===== src/sv/yuv2rgb_pkg.sv =====
// ----------------------------------------------------------------------------
// yuv2rgb_pkg
// Types and constants shared by the packed 4:2:2 to RGB888 converter.
// ----------------------------------------------------------------------------
package yuv2rgb_pkg;

    typedef enum logic [1:0] {
        ORDER_YUYV = 2'd0,
        ORDER_YVYU = 2'd1,
        ORDER_UYVY = 2'd2
    } byte_order_t;

    typedef logic [1:0] byte_order_raw_t;

    typedef struct packed {
        logic [7:0] byte0;
        logic [7:0] byte1;
        logic [7:0] byte2;
        logic [7:0] byte3;
    } macropixel_t;

    typedef struct packed {
        logic [7:0] red_first;
        logic [7:0] green_first;
        logic [7:0] blue_first;
        logic [7:0] red_second;
        logic [7:0] green_second;
        logic [7:0] blue_second;
    } rgb_pair_t;

    // unpacked macropixel, chroma already recentered
    typedef struct packed {
        logic        [7:0] y0;
        logic        [7:0] y1;
        logic signed [8:0] u;
        logic signed [8:0] v;
    } yuv_t;

    typedef struct packed {
        logic [7:0] red;
        logic [7:0] green;
        logic [7:0] blue;
    } rgb_t;

    localparam int          ACC_W       = 18;
    localparam logic [7:0]  CHROMA_BIAS = 8'd128;

    localparam logic signed [ACC_W-1:0] COEF_RV = 18'sd359;
    localparam logic signed [ACC_W-1:0] COEF_GU = 18'sd88;
    localparam logic signed [ACC_W-1:0] COEF_GV = 18'sd183;
    localparam logic signed [ACC_W-1:0] COEF_BU = 18'sd454;

    // floor(x / 256) then saturate to 0..255
    function automatic logic [7:0] shift_clamp8(input logic signed [ACC_W-1:0] x);
        logic signed [ACC_W-9:0] q;
        logic [7:0]              res;
        q = x[ACC_W-1:8];
        if (q < 0)
        begin
            res = 8'd0;
        end
        else if (q > 255)
        begin
            res = 8'd255;
        end
        else
        begin
            res = q[7:0];
        end
        return res;
    endfunction

endpackage


===== src/sv/yuv2rgb_stream_if.sv =====
// ----------------------------------------------------------------------------
// yuv2rgb_stream_if
// Valid/ready channel carrying one payload word per request.
// ----------------------------------------------------------------------------
interface yuv2rgb_stream_if #(
    parameter type payload_t = logic
) ();
    logic     valid;
    logic     ready;
    payload_t data;

    modport source (output valid, output data, input ready);
    modport sink   (input valid, input data, output ready);
endinterface


===== src/sv/yuv2rgb_unpack.sv =====
// ----------------------------------------------------------------------------
// yuv2rgb_unpack
// Picks lumas and chromas out of a macropixel and recenters the chroma.
// ----------------------------------------------------------------------------
module yuv2rgb_unpack
    import yuv2rgb_pkg::*;
(
    input  macropixel_t     mp,
    input  byte_order_raw_t byte_order,
    output yuv_t            yuv
);

    logic [7:0] u_raw;
    logic [7:0] v_raw;

    always_comb
    begin
        unique case (byte_order)
            ORDER_YVYU:
            begin
                yuv.y0 = mp.byte0;
                v_raw  = mp.byte1;
                yuv.y1 = mp.byte2;
                u_raw  = mp.byte3;
            end
            ORDER_UYVY:
            begin
                u_raw  = mp.byte0;
                yuv.y0 = mp.byte1;
                v_raw  = mp.byte2;
                yuv.y1 = mp.byte3;
            end
            default:
            begin
                // YUYV, and the unused code decodes the same way
                yuv.y0 = mp.byte0;
                u_raw  = mp.byte1;
                yuv.y1 = mp.byte2;
                v_raw  = mp.byte3;
            end
        endcase
        yuv.u = $signed({1'b0, u_raw}) - $signed({1'b0, CHROMA_BIAS});
        yuv.v = $signed({1'b0, v_raw}) - $signed({1'b0, CHROMA_BIAS});
    end

endmodule


===== src/sv/yuv2rgb_lane.sv =====
// ----------------------------------------------------------------------------
// yuv2rgb_lane
// One pixel converter: registered chroma products, then sum, shift, clamp.
// ----------------------------------------------------------------------------
module yuv2rgb_lane
    import yuv2rgb_pkg::*;
(
    input  logic              clk,
    input  logic              en,
    input  logic [7:0]        y,
    input  logic signed [8:0] u,
    input  logic signed [8:0] v,
    output rgb_t              rgb
);

    logic signed [ACC_W-1:0] u_ext;
    logic signed [ACC_W-1:0] v_ext;
    logic signed [ACC_W-1:0] r_term_next, g_term_next, b_term_next;
    logic signed [ACC_W-1:0] r_term_reg,  g_term_reg,  b_term_reg;
    logic [7:0]              y_reg;
    logic signed [ACC_W-1:0] y_scaled;

    assign u_ext = ACC_W'(u);
    assign v_ext = ACC_W'(v);

    always_comb
    begin
        r_term_next = COEF_RV * v_ext;
        g_term_next = (COEF_GU * u_ext) + (COEF_GV * v_ext);
        b_term_next = COEF_BU * u_ext;
    end

    always_ff @(posedge clk)
    begin
        if (en)
        begin
            y_reg      <= y;
            r_term_reg <= r_term_next;
            g_term_reg <= g_term_next;
            b_term_reg <= b_term_next;
        end
    end

    assign y_scaled = $signed({2'b00, y_reg, 8'd0});

    always_comb
    begin
        rgb.red   = shift_clamp8(y_scaled + r_term_reg);
        rgb.green = shift_clamp8(y_scaled - g_term_reg);
        rgb.blue  = shift_clamp8(y_scaled + b_term_reg);
    end

endmodule


===== src/sv/packed_yuv422_to_rgb.sv =====
// ----------------------------------------------------------------------------
// packed_yuv422_to_rgb
// Packed 4:2:2 macropixel to two RGB888 pixels.
// ----------------------------------------------------------------------------
// Takes one macropixel request per clock and returns one pixel pair per
// clock while pixels.ready holds, through three registered stages: an
// unpack register, a register of chroma products in each of the two pixel
// lanes, and the output register that merges both lanes. Every stage moves
// on whenever its successor is empty or moving, so bubbles close up and a
// waiting result does not stop new requests until all three stages are
// full. byte_order (0 YUYV, 1 YVYU, 2 UYVY, 3 as YUYV) is written through
// cfg, which is always ready; change it only while the pipeline is empty.
module packed_yuv422_to_rgb
    import yuv2rgb_pkg::*;
(
    input  logic             clk,
    input  logic             rst_n,
    yuv2rgb_stream_if.sink   macropixel,
    yuv2rgb_stream_if.sink   cfg,
    yuv2rgb_stream_if.source pixels
);

    byte_order_raw_t byte_order_reg;
    yuv_t            yuv_next, yuv_reg;
    rgb_t            rgb_first, rgb_second;
    rgb_pair_t       out_next, out_reg;
    logic            v1_reg, v2_reg, v3_reg;
    logic            en1, en2, en3;

    assign cfg.ready = 1'b1;

    always_ff @(posedge clk or negedge rst_n)
    begin
        if (!rst_n)
        begin
            byte_order_reg <= ORDER_YUYV;
        end
        else if (cfg.valid)
        begin
            byte_order_reg <= cfg.data;
        end
    end

    assign en3 = !v3_reg || pixels.ready;
    assign en2 = !v2_reg || en3;
    assign en1 = !v1_reg || en2;
    assign macropixel.ready = en1;

    always_ff @(posedge clk or negedge rst_n)
    begin
        if (!rst_n)
        begin
            v1_reg <= 1'b0;
            v2_reg <= 1'b0;
            v3_reg <= 1'b0;
        end
        else
        begin
            if (en1) v1_reg <= macropixel.valid;
            if (en2) v2_reg <= v1_reg;
            if (en3) v3_reg <= v2_reg;
        end
    end

    yuv2rgb_unpack u_unpack (
        .mp         (macropixel.data),
        .byte_order (byte_order_reg),
        .yuv        (yuv_next)
    );

    always_ff @(posedge clk)
    begin
        if (en1)
        begin
            yuv_reg <= yuv_next;
        end
    end

    yuv2rgb_lane u_lane_first (
        .clk (clk),
        .en  (en2),
        .y   (yuv_reg.y0),
        .u   (yuv_reg.u),
        .v   (yuv_reg.v),
        .rgb (rgb_first)
    );

    yuv2rgb_lane u_lane_second (
        .clk (clk),
        .en  (en2),
        .y   (yuv_reg.y1),
        .u   (yuv_reg.u),
        .v   (yuv_reg.v),
        .rgb (rgb_second)
    );

    // merge both lanes into the output word
    always_comb
    begin
        out_next.red_first    = rgb_first.red;
        out_next.green_first  = rgb_first.green;
        out_next.blue_first   = rgb_first.blue;
        out_next.red_second   = rgb_second.red;
        out_next.green_second = rgb_second.green;
        out_next.blue_second  = rgb_second.blue;
    end

    always_ff @(posedge clk)
    begin
        if (en3)
        begin
            out_reg <= out_next;
        end
    end

    assign pixels.valid = v3_reg;
    assign pixels.data  = out_reg;

    // input only backs up when every stage holds a request
    a_stall_only_when_full: assert property (
        @(posedge clk) disable iff (!rst_n)
        !macropixel.ready |-> (v1_reg && v2_reg && v3_reg && !pixels.ready)
    ) else $error("input stalled with room in the pipeline");

    // a result only appears from the stage before or stays from last cycle
    a_output_origin: assert property (
        @(posedge clk) disable iff (!rst_n)
        $rose(v3_reg) |-> $past(v2_reg)
    ) else $error("output valid without a request in the lane stage");

    // an accepted request always lands in the first stage
    a_accept_lands: assert property (
        @(posedge clk) disable iff (!rst_n)
        (macropixel.valid && macropixel.ready) |=> v1_reg
    ) else $error("accepted request lost at the unpack stage");

endmodule


===== src/flat_wrapper.sv =====
// flat-port wrapper written by rule: the top's interface ports become plain ports
module packed_yuv422_to_rgb_flat import yuv2rgb_pkg::*;
  (clk, rst_n, macropixel_valid, macropixel_data, macropixel_ready, cfg_valid, cfg_data, cfg_ready, pixels_valid, pixels_data, pixels_ready);
  yuv2rgb_stream_if #(.payload_t(macropixel_t)) macropixel_i ();
  yuv2rgb_stream_if #(.payload_t(byte_order_raw_t)) cfg_i ();
  yuv2rgb_stream_if #(.payload_t(rgb_pair_t)) pixels_i ();
  input  logic clk;
  input  logic rst_n;
  input wire logic [$bits(macropixel_i.valid)-1:0] macropixel_valid;
  input wire logic [$bits(macropixel_i.data)-1:0] macropixel_data;
  output wire logic [$bits(macropixel_i.ready)-1:0] macropixel_ready;
  input wire logic [$bits(cfg_i.valid)-1:0] cfg_valid;
  input wire logic [$bits(cfg_i.data)-1:0] cfg_data;
  output wire logic [$bits(cfg_i.ready)-1:0] cfg_ready;
  output wire logic [$bits(pixels_i.valid)-1:0] pixels_valid;
  output wire logic [$bits(pixels_i.data)-1:0] pixels_data;
  input wire logic [$bits(pixels_i.ready)-1:0] pixels_ready;
  assign macropixel_i.valid = macropixel_valid;
  assign macropixel_i.data = macropixel_data;
  assign macropixel_ready = macropixel_i.ready;
  assign cfg_i.valid = cfg_valid;
  assign cfg_i.data = cfg_data;
  assign cfg_ready = cfg_i.ready;
  assign pixels_valid = pixels_i.valid;
  assign pixels_data = pixels_i.data;
  assign pixels_i.ready = pixels_ready;
  packed_yuv422_to_rgb u_core (.clk(clk), .rst_n(rst_n), .macropixel(macropixel_i), .cfg(cfg_i), .pixels(pixels_i));
endmodule

===== config.mk =====
export PLATFORM = sky130hd
export DESIGN_NAME = packed_yuv422_to_rgb_flat
export DESIGN_NICKNAME = d
export VERILOG_FILES = /design/src/sv/yuv2rgb_pkg.sv /design/src/sv/yuv2rgb_stream_if.sv /design/src/sv/yuv2rgb_unpack.sv /design/src/sv/yuv2rgb_lane.sv /design/src/sv/packed_yuv422_to_rgb.sv /design/src/flat_wrapper.sv
export SDC_FILE = /design/constraint.sdc
export NUM_CORES = 1
export LEC_CHECK = 0
export BUFFER_PORTS_ARGS = -buffer_cell sky130_fd_sc_hd__buf_2
export CORE_MARGIN = 2
export CORE_UTILIZATION = 58
export DETAILED_ROUTE_END_ITERATION = 8
export HOLD_SLACK_MARGIN = 0.15
export PLACE_DENSITY_LB_ADDON = 0.08
export SYNTH_ARGS = -nofsm -noshare
export SYNTH_HDL_FRONTEND = slang
export SYNTH_HIERARCHICAL = 1
export SYNTH_SLANG_ARGS = --single-unit

===== constraint.sdc =====
create_clock -name clk -period 5.47 [get_ports clk]
set_input_delay 0.2735 -clock clk [delete_from_list [all_inputs] [get_ports clk]]
set_output_delay 0.2735 -clock clk [all_outputs]
set_load 0.01 [all_outputs]

==> flow_summary.json, run 1 <==
{
  "ios": 90,
  "synth.avg_cell_area_sq_um": 10.8,
  "placement.setup.worst_slack_ns": -0.0374,
  "half_perimeter_wire_length_after_detailed_placement_mm": 34.1,
  "fin_skew_ns": 0.0101,
  "largest_register_ffs": 48,
  "drt_wl_total_mm": 41.3,
  "synth_most_common_cell": "sky130_fd_sc_hd__inv_1",
  "post_drt_wl_per_cell_microns": 17.2,
  "synth_top_area_cells": "sky130_fd_sc_hd__edfxtp_1 27%, sky130_fd_sc_hd__ha_1 24%, sky130_fd_sc_hd__fa_1 16%",
  "max_slew.worst_pin.slew_ns": 1.23,
  "detailedRoute.firstIterationViolations": 595,
  "synth.cells.most_frequent": "402 x sky130_fd_sc_hd__inv_1, 367 x sky130_fd_sc_hd__ha_1, 174 x sky130_fd_sc_hd__edfxtp_1",
  "fillers": 2653,
  "detailedRoute.firstPassIterationCount": 5,
  "vias": 12900,
  "tritoncts": "done",
  "globalRouteOverflowTotal": 0,
  "area_growth_syn_to_layout_pct": 11.2,
  "finalWeightedCongestion": 0.881,
  "timing.final.ws_setup_ns": 0.173,
  "grt_setup_unrepaired": "yes",
  "detail-route-antenna-nets": 0,
  "outcome": "finished clean",
  "critPathCaptureType": "flop",
  "gr-usage-all-layers_pct": 25.0,
  "route.detailed.drc": 0,
  "synth.cell_area_sq_um": 19300,
  "critical_path.startpoint": "u_core/yuv_reg[12]",
  "number_of_enable_type_register_cells_in_the_synthesized_netlist": 174,
  "timing.critical_path.cells": "ha_1, fa_1, ha_1, a21oi_2, a2bb2oi_2, nor2b_4, xnor2_1, ha_1, inv_1, fa_1, fa_1, inv_1, ha_1, or2_2, a21oi_2, a21oi_1, a211oi_2, a21oi_2, xor2_1",
  "cts-buffers-inserted": 17,
  "setup.reg_to_reg.worst_slack_ns": 0.17,
  "die_area_sq_um": 34700,
  "largest_fanout_of_any_net_on_the_critical_path": 5,
  "fraction_of_final_layout_cells_with_drive_strength_greater_than_1_pct": 11.3,
  "critical_path.startpoint_type": "flop",
  "clock_sink_count": 179,
  "grt_antenna_before_repair": 0,
  "cap_violations": 0,
  "syn-num-nets": 2349,
  "floorplan.core_area_sq_um": 32600,
  "worst_hold_path.num_cells": 2,
  "reg2reg_from": "u_core/yuv_reg[12]",
  "min_from": "macropixel_data[8]",
  "clk_root_buf": "sky130_fd_sc_hd__clkbuf_16",
  "hold_class": "input pin to flop",
  "synth-seq-cells": 179,
  "antenna_cells": 0,
  "synthDominantAreaCellType": "sky130_fd_sc_hd__edfxtp_1",
  "vias_per_cell": 5.38,
  "critical_path.slowest_cell": "sky130_fd_sc_hd__fa_1",
  "ys_seq_area_share_pct": 27.7,
  "maxClockFrequency_mhz": 189,
  "start_util_pct": 59.2,
  "min_delay_worst_endpoint": "u_core/yuv_reg[18]",
  "period_needed_ns": 5.30,
  "synth_largest_type_area_fraction_pct": 27.1,
  "yosysUniqueCellTypes": 77,
  "cp_data_arrival_time_ns": 5.51,
  "synth.yosys.warnings": 6,
  "global_route_wire_length_before_repair_mm": 68.1,
  "final_standard_cell_utilization_of_the_core_pct": 65.8,
  "clk_transition_reported_paths_ns": 0.07,
  "worst_r2r_dst": "u_core/u_lane_first/g_term_reg[17]",
  "layout_worst_path_cycle_share_pct": 96.8,
  "first_global_vias": 13500,
  "synth_flop_type": "sky130_fd_sc_hd__edfxtp_1",
  "fin_nets": 2512,
  "port_buffers": 88,
  "hold_violations_final": 0,
  "grt_max_degree": 51,
  "chip_width_microns": 186,
  "cts.path.max_buffers": 2,
  "clock_insertion_delay_worst_skew_ns": 0.46,
  "critical_path_class": "flop to flop",
  "die_y_microns": 186,
  "worstRegToRegCells": 19,
  "max-slew-margin-rel_pct": 18.1,
  "htree_levels": 4,
  "number_of_setup_violations_in_the_final_report": 0,
  "critPathMostFrequentCell": "sky130_fd_sc_hd__ha_1",
  "core.rowCount": 66,
  "synthesis.instances": 1787,
  "slowest_delay_ns": 0.50,
  "drv_slew": 0,
  "worst_ep_required_time_ns": 5.69,
  "async_reset_ff_share_pct": 2.79
}
==> cells in the final DEF, fill, tap and decap left out, types with 28 or more instances in the layout <==
| cell | Yosys | final |
|---|---|---|
| sky130_fd_sc_hd__nor2_1 | 53 | 52 |
| sky130_fd_sc_hd__edfxtp_1 | 174 | 174 |
| sky130_fd_sc_hd__a21oi_1 | 73 | 68 |
| sky130_fd_sc_hd__xor2_1 | 37 | 37 |
| sky130_fd_sc_hd__buf_2 | 1 | 88 |
| sky130_fd_sc_hd__inv_1 | 402 | 401 |
| sky130_fd_sc_hd__buf_4 | 4 | 41 |
| sky130_fd_sc_hd__ha_1 | 367 | 366 |
| sky130_fd_sc_hd__xnor2_1 | 96 | 95 |
| sky130_fd_sc_hd__o21a_1 | 50 | 50 |
| sky130_fd_sc_hd__dlygate4sd3_1 | 0 | 28 |
| sky130_fd_sc_hd__fa_1 | 156 | 156 |
| sky130_fd_sc_hd__nand2_1 | 43 | 43 |
| sky130_fd_sc_hd__a21o_1 | 35 | 35 |
| sky130_fd_sc_hd__o21ai_0 | 47 | 46 |
==> worst max-delay path: cells and delay by family (launching register included) <==
| kind | cells | cell delay (ns) |
|---|---|---|
| compound gates | 6 | 1.05 |
| xor+xnor | 2 | 0.27 |
| fa+ha+maj | 7 | 2.65 |
| buf+inv | 2 | 0.12 |
| flops | 1 | 0.47 |
| simple gates | 2 | 0.50 |
==> cells by family (layout without fill, tap and decap cells) <==
family                   count (synthesis)  count (layout)  synth area share (%)
adder cells (fa/ha/maj)                523             523                  40.0
buffers and inverters                  416             591                  8.42
AO/OA/AOI/OAI                          311             311                  10.8
AND/OR/NAND/NOR                        201             201                  5.44
flip-flops                             179             179                  27.7
XOR/XNOR                               135             135                  6.21
multiplexers                            21              21                  1.42
other                                    1               1                0.0194
==> routing by layer <==
layer	part of all wire, %	global-route usage, %
met1	49	36.0
met2	45	40.2
met3	3.5	2.86
met4	1.7	7.14
met5	0	0
==> worst max-delay path by stage <==
stage | end | depth (start not counted)
after floorplan | u_core/u_lane_first/g_term_reg[17] | 19
after global placement | u_core/u_lane_first/g_term_reg[17] | 19
after detailed placement | u_core/u_lane_first/g_term_reg[17] | 19
after CTS | u_core/u_lane_first/g_term_reg[17] | 19
after global routing | u_core/u_lane_first/g_term_reg[17] | 21
final | u_core/u_lane_first/g_term_reg[17] | 19
==> area by class of cell <==
type	count	area, sq um	area share (%)
multi-input cells	1192	12400	57.8
inverters	402	1510	7.03
clock buffers	18	429	2.00
flip-flops and latches	179	5350	24.9
well taps	442	553	2.58
clock inverters	13	184	0.857
repair buffers	158	1040	4.84
==> timing repair <==
action,in CTS,in global routing
setup buffers,0,2
endpoints found under the hold margin,22,0
setup endpoints to repair,2,7
hold buffers,28,0
pin swaps,0,8
resized for setup,2,19
==> through the flow <==
step                      TNS, ns  instance area (sq um)  hold slack, ns  cells
after floorplan                 0                  19300         -0.0221   1787
after global placement          0                  20500          0.0975   2343
after detailed placement  -0.0623                  20500          0.0972   2343
after CTS                       0                  21400           0.151   2402
after global routing      -0.0149                  21500           0.165   2404
final                           0                  21500           0.175   2404
Power of run 1 is not shown: default switching activity piles up to over one toggle a cycle in this logic, so the estimate is an artifact.
==> inputs of run 2 (changes only) <==
--- a/config.mk
+++ b/config.mk
@@ -6,6 +6,7 @@
 export NUM_CORES = 1
 export LEC_CHECK = 0
 export BUFFER_PORTS_ARGS = -buffer_cell sky130_fd_sc_hd__buf_2
+export CORE_ASPECT_RATIO = 0.9
 export CORE_MARGIN = 2
 export CORE_UTILIZATION = 58
 export DETAILED_ROUTE_END_ITERATION = 8
==> constraint.sdc (replaced) <==
create_clock -name clk -period 5.47 [get_ports clk]
set_input_delay 0.2735 -clock clk [delete_from_list [all_inputs] [get_ports clk]]
set_output_delay 0.2735 -clock clk [all_outputs]
set_load 0.05 [all_outputs]
==> flow_summary.json, run 2 (synthesis gave the netlist of run 1 again) <==
{
  "outcome": "finished clean",
  "ios": 90,
  "fraction_of_final_layout_cells_with_drive_strength_greater_than_1_pct": 11.7,
  "final_common_cell": "sky130_fd_sc_hd__inv_1",
  "cts-buffers-inserted": 17,
  "largest_register_ffs": 48,
  "grt_antenna_before_repair": 1,
  "cts.path.max_buffers": 2,
  "fin_tns_setup_ns": 0,
  "vias_per_cell": 5.41,
  "drv_slew": 0,
  "hold_class": "input pin to flop",
  "grt_busiest_layer": "met2",
  "area_growth_syn_to_layout_pct": 11.6,
  "port_buffers": 88,
  "detailedRoute.firstPassIterationCount": 5,
  "critPathCaptureType": "flop",
  "critical_path.startpoint_type": "flop",
  "clk_transition_reported_paths_ns": 0.07,
  "detail-route-antenna-nets": 0,
  "clock_insertion_delay_worst_skew_ns": 0.45,
  "htree_levels": 4,
  "number_of_setup_violations_in_the_final_report": 0,
  "layout_worst_path_cycle_share_pct": 95.8,
  "chip_width_microns": 196,
  "start_util_pct": 58.7,
  "cap_violations": 0,
  "gr-usage-met3_pct": 4.48,
  "post_drt_wl_per_cell_microns": 18.2,
  "first_global_vias": 13100,
  "met2_usage_pct": 41.6,
  "critical_path_class": "flop to flop",
  "global_route_wire_length_before_repair_mm": 69.4,
  "route.detailed.drc": 0,
  "drt_wl_total_mm": 43.4,
  "grt_max_degree": 50,
  "fin_nets": 2515,
  "cp_data_arrival_time_ns": 5.45,
  "finalWeightedCongestion": 0.927,
  "die_area_sq_um": 34700,
  "largest_fanout_of_any_net_on_the_critical_path": 5,
  "most-common-layout-cells": "400 x sky130_fd_sc_hd__inv_1, 359 x sky130_fd_sc_hd__ha_1, 174 x sky130_fd_sc_hd__edfxtp_1, 156 x sky130_fd_sc_hd__fa_1, 96 x sky130_fd_sc_hd__xnor2_1",
  "clock_sink_count": 179,
  "fin_skew_ns": 0.0102,
  "vias": 12900,
  "floorplan.core_area_sq_um": 32900,
  "die_y_microns": 177,
  "hold_violations_final": 0,
  "detailedRoute.firstIterationViolations": 700,
  "max-slew-margin-rel_pct": 24.6,
  "period_needed_ns": 5.24,
  "globalRouteOverflowTotal": 0,
  "maxClockFrequency_mhz": 191,
  "gr-usage-all-layers_pct": 26.4,
  "max_slew.worst_pin.slew_ns": 1.13,
  "worst_ep_required_time_ns": 5.68,
  "clk_root_buf": "sky130_fd_sc_hd__clkbuf_16",
  "core.rowCount": 63,
  "tritoncts": "done",
  "gr-usage-met1_pct": 38.8,
  "half_perimeter_wire_length_after_detailed_placement_mm": 35.7
}
==> run 2: path summary, 6_finish.rpt <==
kind / from / end / slack, ns / depth (start not counted)
worst max-delay path: u_core/yuv_reg[12] / u_core/u_lane_second/g_term_reg[17] / 0.23 / 21
worst min-delay path: macropixel_data[2] / u_core/yuv_reg[20] / 0.18 / 2
worst max register to register: u_core/yuv_reg[12] / u_core/u_lane_second/g_term_reg[17] / 0.23 / 21
worst min register to register: u_core/yuv_reg[28] / u_core/u_lane_first/y_reg[2] / 0.43 / 0
max in group asynchronous: rst_n / u_core/byte_order_reg[0] / 4.55 / 3
min in group asynchronous: rst_n / u_core/byte_order_reg[1] / 0.72 / 3
==> run 2: layout make-up <==
class | count | area, sq um
Multi-Input combinational cell | 1192 | 12500
Tap cell | 422 | 528
Clock inverter | 15 | 148
Fill cell | 2591 | 11300
Antenna cell | 1 | 2.50
Sequential cell | 179 | 5350
Inverter | 402 | 1510
Timing Repair Buffer | 161 | 1070
Clock buffer | 17 | 425
==> run 2: routing by layer <==
metal	vias to the layer above	part of all wire (%)
met5	-	0
met3	22	5.3
li1	6355	-
met1	6266	50
met4	0	1.1
met2	284	44
==> run 2: critical path, stage by stage (launching register included) <==
cell and delay, ns:
sky130_fd_sc_hd__edfxtp_1 0.52, sky130_fd_sc_hd__buf_6 0.18, sky130_fd_sc_hd__buf_4 0.15, sky130_fd_sc_hd__ha_1 0.32
sky130_fd_sc_hd__ha_1 0.29, sky130_fd_sc_hd__a21o_1 0.19, sky130_fd_sc_hd__a21oi_2 0.17, sky130_fd_sc_hd__o21ai_1 0.09
sky130_fd_sc_hd__a21oi_2 0.21, sky130_fd_sc_hd__xnor2_1 0.14, sky130_fd_sc_hd__ha_1 0.25, sky130_fd_sc_hd__inv_1 0.09
sky130_fd_sc_hd__fa_1 0.46, sky130_fd_sc_hd__fa_1 0.55, sky130_fd_sc_hd__inv_1 0.07, sky130_fd_sc_hd__ha_4 0.25
sky130_fd_sc_hd__or2_2 0.30, sky130_fd_sc_hd__a21oi_1 0.15, sky130_fd_sc_hd__a21oi_1 0.08, sky130_fd_sc_hd__a211oi_2 0.28
sky130_fd_sc_hd__a21oi_1 0.11, sky130_fd_sc_hd__xor2_1 0.15
==> run 2: repair_timing <==
action                     CTS  global route
hold endpoints to repair    29             0
pin swaps                    0            15
hold buffers                31             0
setup buffers                0             9
setup endpoints to repair    3            10
resized for setup            3            29
gates cloned                 0             0
==> run 2: through the flow <==
stage               instances  utilization (%)  cell area (sq um)  hold WS, ns  setup WS (ns)
global placement         2316             62.1              20400       0.0888          0.102
CTS                      2379             64.8              21300        0.153         0.0458
finish                   2389             65.5              21500        0.175          0.230
detailed placement       2316             62.1              20400       0.0901        -0.0267
global route             2388             65.5              21500        0.165        -0.0332
floorplan                1787                -              19300      -0.0221       0.000774
Power of run 2 is left out for the same reason.
